<file path="src/hdl/paik_pkg.sv">
// Shared types and constants for the planar arm inverse kinematics block.
// No dependencies; used by paik_ctrl, paik_dp and planar_arm_ik_step.
package paik_pkg;

  localparam int unsigned LenW    = 14;
  localparam int unsigned CfgIdxW = 4;

  // Register reset values, unsigned Q6.8
  localparam logic [LenW-1:0] Link1Rst   = 14'd2560;
  localparam logic [LenW-1:0] Link2Rst   = 14'd3072;
  localparam logic [LenW-1:0] Link3Rst   = 14'd2048;
  localparam logic [LenW-1:0] MaxStepRst = 14'd512;

  // Quarter-wave sine polynomial, Q16
  localparam logic [17:0] SinK1 = 18'd205887;
  localparam logic [16:0] SinK2 = 17'd84094;
  localparam logic [13:0] SinK3 = 14'd9279;

  // 2^28 / (2*pi)
  localparam logic [25:0] InvTwoPiQ28 = 26'd42722830;

  typedef enum logic [CfgIdxW-1:0] {
    REG_LINK1    = 4'd0,
    REG_LINK2    = 4'd1,
    REG_LINK3    = 4'd2,
    REG_MAX_STEP = 4'd3
  } cfg_reg_e;

  typedef enum logic [4:0] {
    OP_NONE,
    OP_LOAD,
    OP_TRIG_U,
    OP_TRIG_U2,
    OP_TRIG_IN,
    OP_TRIG_MID,
    OP_TRIG_S,
    OP_TRIG_ACC,
    OP_TIP,
    OP_LEN,
    OP_SQRT,
    OP_LIM_INIT,
    OP_DIV,
    OP_LIM_DONE,
    OP_NORM,
    OP_JAC,
    OP_MACC,
    OP_DET1,
    OP_DET2,
    OP_W1,
    OP_W2,
    OP_NUM1,
    OP_NUM2,
    OP_DINIT,
    OP_APPLY,
    OP_OUT
  } op_e;

  typedef struct packed {
    op_e        op;
    logic [2:0] sel;
  } cmd_t;

  typedef struct packed {
    logic over;
    logic norm_big;
    logic det_pos;
  } status_t;

  typedef struct packed {
    logic signed [15:0] goal_x;
    logic signed [15:0] goal_y;
  } in_item_t;

  typedef struct packed {
    logic [15:0]        joint_angle_a;
    logic [15:0]        joint_angle_b;
    logic [15:0]        joint_angle_c;
    logic signed [15:0] tip_x;
    logic signed [15:0] tip_y;
    logic               singular;
  } out_item_t;

endpackage

</file>
<file path="src/hdl/paik_ctrl.sv">
// Sequencer for the inverse kinematics step: issues one datapath command per cycle, OP_NONE while idle or stalled.
// Depends on paik_pkg.
module paik_ctrl #(
  parameter int unsigned AngleBits = 16
) (
  input  logic              clk_i,
  input  logic              rst_ni,
  input  logic              in_valid_i,
  output logic              in_stall_o,
  output logic              out_valid_o,
  input  logic              out_stall_i,
  input  paik_pkg::status_t status_i,
  output paik_pkg::cmd_t    cmd_o
);

  localparam int unsigned DivSteps = AngleBits + 12;

  typedef enum logic [22:0] {
    S_IDLE  = 23'h000001,
    S_TRIG  = 23'h000002,
    S_TIP   = 23'h000004,
    S_LEN   = 23'h000008,
    S_CHK   = 23'h000010,
    S_SQRT  = 23'h000020,
    S_LINIT = 23'h000040,
    S_LDIV  = 23'h000080,
    S_LDONE = 23'h000100,
    S_NORM  = 23'h000200,
    S_JAC   = 23'h000400,
    S_MACC  = 23'h000800,
    S_DET1  = 23'h001000,
    S_DET2  = 23'h002000,
    S_DCHK  = 23'h004000,
    S_W1    = 23'h008000,
    S_W2    = 23'h010000,
    S_NUM1  = 23'h020000,
    S_NUM2  = 23'h040000,
    S_DINIT = 23'h080000,
    S_DDIV  = 23'h100000,
    S_APPLY = 23'h200000,
    S_OUT   = 23'h400000
  } state_e;

  state_e     state_q, state_d;
  logic [5:0] cnt_q, cnt_d;
  logic [2:0] sel_q, sel_d;
  logic       out_valid_q, out_valid_d;

  always_comb begin
    state_d     = state_q;
    cnt_d       = cnt_q;
    sel_d       = sel_q;
    out_valid_d = out_valid_q && out_stall_i;
    cmd_o.op    = paik_pkg::OP_NONE;
    cmd_o.sel   = sel_q;
    unique case (state_q)
      S_IDLE: begin
        if (in_valid_i) begin
          cmd_o.op = paik_pkg::OP_LOAD;
          state_d  = S_TRIG;
          cnt_d    = '0;
          sel_d    = '0;
        end
      end
      S_TRIG: begin
        unique case (cnt_q[2:0])
          3'd0:    cmd_o.op = paik_pkg::OP_TRIG_U;
          3'd1:    cmd_o.op = paik_pkg::OP_TRIG_U2;
          3'd2:    cmd_o.op = paik_pkg::OP_TRIG_IN;
          3'd3:    cmd_o.op = paik_pkg::OP_TRIG_MID;
          3'd4:    cmd_o.op = paik_pkg::OP_TRIG_S;
          default: cmd_o.op = paik_pkg::OP_TRIG_ACC;
        endcase
        if (cnt_q == 6'd5) begin
          cnt_d = '0;
          if (sel_q == 3'd5) begin
            state_d = S_TIP;
          end else begin
            sel_d = sel_q + 3'd1;
          end
        end else begin
          cnt_d = cnt_q + 6'd1;
        end
      end
      S_TIP: begin
        cmd_o.op = paik_pkg::OP_TIP;
        state_d  = S_LEN;
      end
      S_LEN: begin
        cmd_o.op = paik_pkg::OP_LEN;
        state_d  = S_CHK;
      end
      S_CHK: begin
        cnt_d   = '0;
        state_d = status_i.over ? S_SQRT : S_NORM;
      end
      S_SQRT: begin
        cmd_o.op = paik_pkg::OP_SQRT;
        if (cnt_q == 6'd16) begin
          state_d = S_LINIT;
          sel_d   = '0;
        end else begin
          cnt_d = cnt_q + 6'd1;
        end
      end
      S_LINIT: begin
        cmd_o.op = paik_pkg::OP_LIM_INIT;
        cnt_d    = '0;
        state_d  = S_LDIV;
      end
      S_LDIV: begin
        cmd_o.op = paik_pkg::OP_DIV;
        if (cnt_q == 6'd30) begin
          state_d = S_LDONE;
        end else begin
          cnt_d = cnt_q + 6'd1;
        end
      end
      S_LDONE: begin
        cmd_o.op = paik_pkg::OP_LIM_DONE;
        if (sel_q[0]) begin
          state_d = S_NORM;
        end else begin
          sel_d   = 3'd1;
          state_d = S_LINIT;
        end
      end
      S_NORM: begin
        if (status_i.norm_big) begin
          cmd_o.op = paik_pkg::OP_NORM;
        end else begin
          state_d = S_JAC;
        end
      end
      S_JAC: begin
        cmd_o.op = paik_pkg::OP_JAC;
        sel_d    = '0;
        state_d  = S_MACC;
      end
      S_MACC: begin
        cmd_o.op = paik_pkg::OP_MACC;
        if (sel_q == 3'd2) begin
          state_d = S_DET1;
        end else begin
          sel_d = sel_q + 3'd1;
        end
      end
      S_DET1: begin
        cmd_o.op = paik_pkg::OP_DET1;
        state_d  = S_DET2;
      end
      S_DET2: begin
        cmd_o.op = paik_pkg::OP_DET2;
        state_d  = S_DCHK;
      end
      S_DCHK: begin
        state_d = status_i.det_pos ? S_W1 : S_OUT;
      end
      S_W1: begin
        cmd_o.op = paik_pkg::OP_W1;
        state_d  = S_W2;
      end
      S_W2: begin
        cmd_o.op = paik_pkg::OP_W2;
        sel_d    = '0;
        state_d  = S_NUM1;
      end
      S_NUM1: begin
        cmd_o.op = paik_pkg::OP_NUM1;
        state_d  = S_NUM2;
      end
      S_NUM2: begin
        cmd_o.op = paik_pkg::OP_NUM2;
        state_d  = S_DINIT;
      end
      S_DINIT: begin
        cmd_o.op = paik_pkg::OP_DINIT;
        cnt_d    = '0;
        state_d  = S_DDIV;
      end
      S_DDIV: begin
        cmd_o.op = paik_pkg::OP_DIV;
        if (cnt_q == 6'(DivSteps - 1)) begin
          state_d = S_APPLY;
        end else begin
          cnt_d = cnt_q + 6'd1;
        end
      end
      S_APPLY: begin
        cmd_o.op = paik_pkg::OP_APPLY;
        if (sel_q == 3'd2) begin
          state_d = S_OUT;
        end else begin
          sel_d   = sel_q + 3'd1;
          state_d = S_NUM1;
        end
      end
      S_OUT: begin
        if (!out_valid_q || !out_stall_i) begin
          cmd_o.op    = paik_pkg::OP_OUT;
          out_valid_d = 1'b1;
          state_d     = S_IDLE;
        end
      end
      default: state_d = S_IDLE;
    endcase
  end

  always_ff @(posedge clk_i or negedge rst_ni) begin
    if (!rst_ni) begin
      state_q     <= S_IDLE;
      cnt_q       <= '0;
      sel_q       <= '0;
      out_valid_q <= 1'b0;
    end else begin
      state_q     <= state_d;
      cnt_q       <= cnt_d;
      sel_q       <= sel_d;
      out_valid_q <= out_valid_d;
    end
  end

  assign in_stall_o  = (state_q != S_IDLE);
  assign out_valid_o = out_valid_q;

endmodule

</file>
<file path="config.mk">
export PLATFORM = sky130hd
export DESIGN_NAME = paik_ctrl
export DESIGN_NICKNAME = d
export VERILOG_FILES = /design/src/hdl/paik_pkg.sv /design/src/hdl/paik_ctrl.sv
export SDC_FILE = /design/constraint.sdc
export NUM_CORES = 1
export LEC_CHECK = 0
export BUFFER_PORTS_ARGS = -buffer_cell sky130_fd_sc_hd__buf_4
export CORE_ASPECT_RATIO = 1.1
export CORE_MARGIN = 2
export CORE_UTILIZATION = 40
export CTS_CLUSTER_SIZE = 25
export DETAILED_ROUTE_END_ITERATION = 8
export PLACE_DENSITY = 0.61
export SYNTH_ARGS = -nofsm -noshare
export SYNTH_HDL_FRONTEND = slang
export SYNTH_SLANG_ARGS = --single-unit
</file>
<file path="constraint.sdc">
create_clock -name clk_i -period 5.7 [get_ports clk_i]
set_input_delay 0.57 -clock clk_i [delete_from_list [all_inputs] [get_ports clk_i]]
set_output_delay 0.57 -clock clk_i [all_outputs]
set_load 0.01 [all_outputs]
</file>
# Word-level counts from Yosys, hierarchy flattened
# Cells that the tools add are included.
[classes]
n_addsub = 2
n_eq_ne = 49
muxes = 34
n_reduce_logical = 15
[ops]
columns = ["op", "n"]
rows = [
  ["one-hot mux 23 bit (23 select lines)", 1],
  ["two-way mux 23 bit", 11],
  ["one-hot mux 5 bit (20 select lines)", 1],
  ["one-hot mux 6 bit (6 select lines)", 1],
  ["two-way mux 6 bit", 5],
  ["inequality test 2 bit, second input constant", 15],
  ["== test 23 x 1 -> 1 bit, second input constant", 1],
  ["== test 23 x 10 -> 1 bit, second input constant", 1],
  ["== test 23 x 11 -> 1 bit, second input constant", 1],
  ["== test 23 x 12 -> 1 bit, second input constant", 1],
  ["== test 23 x 13 -> 1 bit, second input constant", 1],
  ["== test 23 x 14 -> 1 bit, second input constant", 1],
  ["== test 23 x 15 -> 1 bit, second input constant", 1],
  ["== test 23 x 16 -> 1 bit, second input constant", 1],
  ["== test 23 x 17 -> 1 bit, second input constant", 1],
  ["== test 23 x 18 -> 1 bit, second input constant", 1],
  ["== test 23 x 19 -> 1 bit, second input constant", 1],
  ["== test 23 x 2 -> 1 bit, second input constant", 1],
  ["== test 23 x 20 -> 1 bit, second input constant", 1],
  ["== test 23 x 21 -> 1 bit, second input constant", 1],
  ["== test 23 x 22 -> 1 bit, second input constant", 1],
  ["== test 23 bit, second input constant", 1],
  ["== test 23 x 3 -> 1 bit, second input constant", 1],
  ["== test 23 x 4 -> 1 bit, second input constant", 1],
  ["other kinds (31)", 48],
]
[totals]
register_bits = 33
inputBits = 7
out_inout_bits = 10
elab_cells = 105

# Longest topological paths before layout
[logic_depth]
depth_word = 4
ltp_mapped = 9
depth_no_buf = 9

# Worst setup path after synthesis
# Ideal clock, no wire load.
[synth_path]
kind = "flip-flop to output port"
from = "register state_q[16]"
to = "output port cmd_o[7] in the netlist's numbering"
t_arrival_ns = 2.199
required_time_ns = 5.130
path_slack_ns = 2.931
path_stages_with_launch = 10
n_path_buf = 2
path_cell_list = "dfrtp_1 -> buf_6 -> nor4_1 -> and2_1 -> clkbuf_1 -> nor4b_1 -> nand2_1 -> nor3b_1 -> nor2b_1 -> nand3b_1"
[synth_lines]
columns = ["element", "line_no", "rtl"]
rows = [
  ["from (decl)", "paik_ctrl.sv:44", "state_e state_q, state_d;"],
  ["from (signal assigned)", "paik_ctrl.sv:216", "state_q <= state_d;"],
  ["to (decl)", "paik_ctrl.sv:13", "output paik_pkg::cmd_t cmd_o"],
]

==> impl_metrics.py <==
metrics = {
    "outcome": {
        "run_status": "complete, no violations",
    },
    "timing": {
        "tns_ns": 0,
        "holdWs_ns": 0.206,
        "relSlewSlack": 0.452,
        "post-route-period-util": 0.677,
        "hold_viol": 0,
        "setup_viol": 0,
        "setup_ws_ns": 1.84,
        "rsz0062_at_grt": "no",
        "fmax_ghz": 0.259,
        "tightestPinTransition_ns": 0.801,
        "period_minus_slack_ns": 3.86,
        "slew_viol_final": 0,
        "fin_skew_ns": 0.00674,
    },
    "cells_and_area": {
        "fill_cells": 600,
        "regArea_sq_um": 827,
        "stdcell_area_sq_um": 2670,
        "finish.utilization": 0.460,
        "multiInputGateArea_sq_um": 1490,
        "diodes": 0,
        "final_nets": 308,
        "drive_gt1_frac": 0.136,
        "area_delta_synth_final_pct": 10.6,
    },
    "logic_synthesis": {
        "synth_nets": 297,
        "synth_compound_area_frac": 0.181,
        "yosys_warnings": 0,
        "async_reset_ff_frac": 1.00,
        "syn_inst": 283,
        "ys_seq_elements": 33,
        "synth_top_area_share": 0.332,
        "yosys-top-cells-area": "dfrtp_1, nor3_1, nor2_1, ha_1, nor4_1",
        "ys_seq_area_frac": 0.343,
        "yosys.area.top_type": "dfrtp_1",
        "synthXorXnorAreaFrac": 0.0290,
        "syn_area_per_cell_sq_um": 8.53,
        "synth_common_cells": "dfrtp_1, nor2_1, nand2_1",
        "synth_ff_type": "dfrtp_1",
        "synth_edf_count": 0,
        "synthAdderAreaFrac": 0.0363,
        "synth-simple-area-share": 0.356,
        "synth.most_common_cell": "dfrtp_1",
        "synth_top_family_by_area": "simple AND/OR/NAND/NOR gates",
        "muxShareOfSynthArea": 0.0150,
        "ys_types": 66,
        "syn_area_sq_um": 2410,
    },
    "power": {
        "p_leak_nw": 1.17,
        "power_density_nw_per_um2": 350,
        "peakVddDrop_mv": 0.248,
    },
    "global_route": {
        "grt_usage": 0.209,
        "overflow": 0,
        "grt_pass1_vias": 2124,
        "grt_pass1_wl_mm": 10.9,
        "grt_max_degree": 34,
        "antenna_found_initial": 0,
    },
    "die": {
        "rows": 29,
        "die_w_um": 78.1,
        "initial_core_util": 0.416,
        "core_sq_um": 5810,
        "die_area_sq_um": 6670,
        "ios": 17,
        "die_y_um": 85.5,
    },
    "place": {
        "gp_congestion": 0.956,
        "dp_hpwl_mm": 5.00,
        "place_area_sq_um": 2570,
        "portBuffers": 16,
        "post-place-ws_ns": 2.32,
    },
    "drt": {
        "drtPass1Iterations": 4,
        "viasPerCell": 6.14,
        "wl_mm": 6.52,
        "num_vias": 2283,
        "drt_iter0_markers": 179,
        "post-route-drc-count": 0,
        "final_antenna_net_count": 0,
        "wire_per_inst_um": 17.5,
    },
    "worst_setup_path": {
        "path_max_fanout": 11,
        "r2r_start": "state_q[13]",
        "cp-startpoint": "state_q[13]",
        "r2r_cells": 6,
        "r2r-end": "cnt_q[0]",
        "crit_path_end": "cmd_o[3]",
        "critPathCaptureType": "output port",
        "start_kind": "flop",
        "rrSetupSlack_ns": 2.40,
        "critPathRequiredTime_ns": 5.13,
        "crit_type": "reg -> out",
        "cp.arrival_ns": 3.29,
    },
    "flow_run": {
        "drv_cap": 0,
    },
    "clock_network": {
        "cts_max_level": 2,
        "cts-resized-gates": 0,
        "insertion_delay_ns": 0.29,
        "clkSlewWorstSetupHoldPaths_ns": 0.07,
        "post-cts-setup-buffers": 0,
        "cts_tree": "yes",
        "cts_root_buffer": "clkbuf_8",
        "hold_buffers": 0,
        "clockBufferDepth": 2,
        "cts_sinks": 33,
        "cts_made_buffers": 5,
    },
    "min_path": {
        "hold_path.class": "in -> async",
    },
}
## per-stage QoR
stage	power (mW)	instances
finish	0.935	372
global route	1.01	372
CTS	0.933	372
detailed placement	0.743	364
global placement	0.744	364
floorplan	0.617	283
## flip-flops by register name, summed over array words and instances (netlist names)
| name | flops |
|---|---|
| state_q | 23 |
| sel_q | 3 |
| cnt_q | 6 |
| out_valid_o | 1 |
## layout by cell type, fill, tap and decap left out, drive strengths merged, types with 3 or more instances in the layout
cell     count
a2111oi      3
a21oi        7
a22oi        3
buf         16
clkbuf       7
dfrtp       32
ha           7
inv         11
nand2       24
nand2b      10
nand3       11
nand3b       5
nand4        7
nor2        25
nor2b        3
nor3        19
nor3b        3
nor4        15
nor4b        5
o211ai       4
o21ai       12
o22ai        4
o41ai        3
or2          3
or3          3
or4          8
xor2         6
## final cells by class
type	count	area share
multi-input combinational	227	0.558
sequential	33	0.310
timing repair buffer	16	0.0450
tap	77	0.0361
clock buffer	7	0.0323
inverter	11	0.0155
clock inverter	1	0.00281
## worst min-delay path by stage
| stage | endpoint | slack [ns] | depth (start not counted) |
|---|---|---|---|
| 6_report | sel_q[2] | 0.21 | 1 |
| 5_1_grt | sel_q[1] | 0.25 | 1 |
| 4_1_cts | sel_q[1] | 0.23 | 1 |
| 3_5_place_dp | out_valid_o | 0.53 | 2 |
| 3_3_place_gp | out_valid_o | 0.52 | 2 |
| 2_1_floorplan | cnt_q[0] | 0.27 | 0 |
## routing by layer
metal	wire (um)	track usage	vias to the layer above
met5	0	0	-
met3	422	0.0457	15
li1	-	-	1091
met1	2990	0.287	1092
met2	2980	0.327	85
met4	120	0.0718	0
## cells by family after synthesis
logic type	count (synthesis)
muxes	3
AOI/OAI and AO/OA	58
DFF	33
xor gates and xnor gates	8
buffers and inverters	23
adders and majority gates	7
and+or+nand+nor	151
## report_power, final
part / total, mW / switching [mW] / internal, mW
Clock: 0.188 / 0.0896 / 0.0981
Combinational: 0.447 / 0.270 / 0.177
Sequential: 0.301 / 0.0411 / 0.259
## critical path, stage by stage, from the launching register on
cell and delay [ns]:
dfrtp_1 0.42, nor4_1 0.67, nand4_1 0.67, or2_2 0.52, nor2_1 0.25, a22oi_1 0.18
nand4_1 0.15, buf_4 0.13
(Power assumes the default switching activity.)
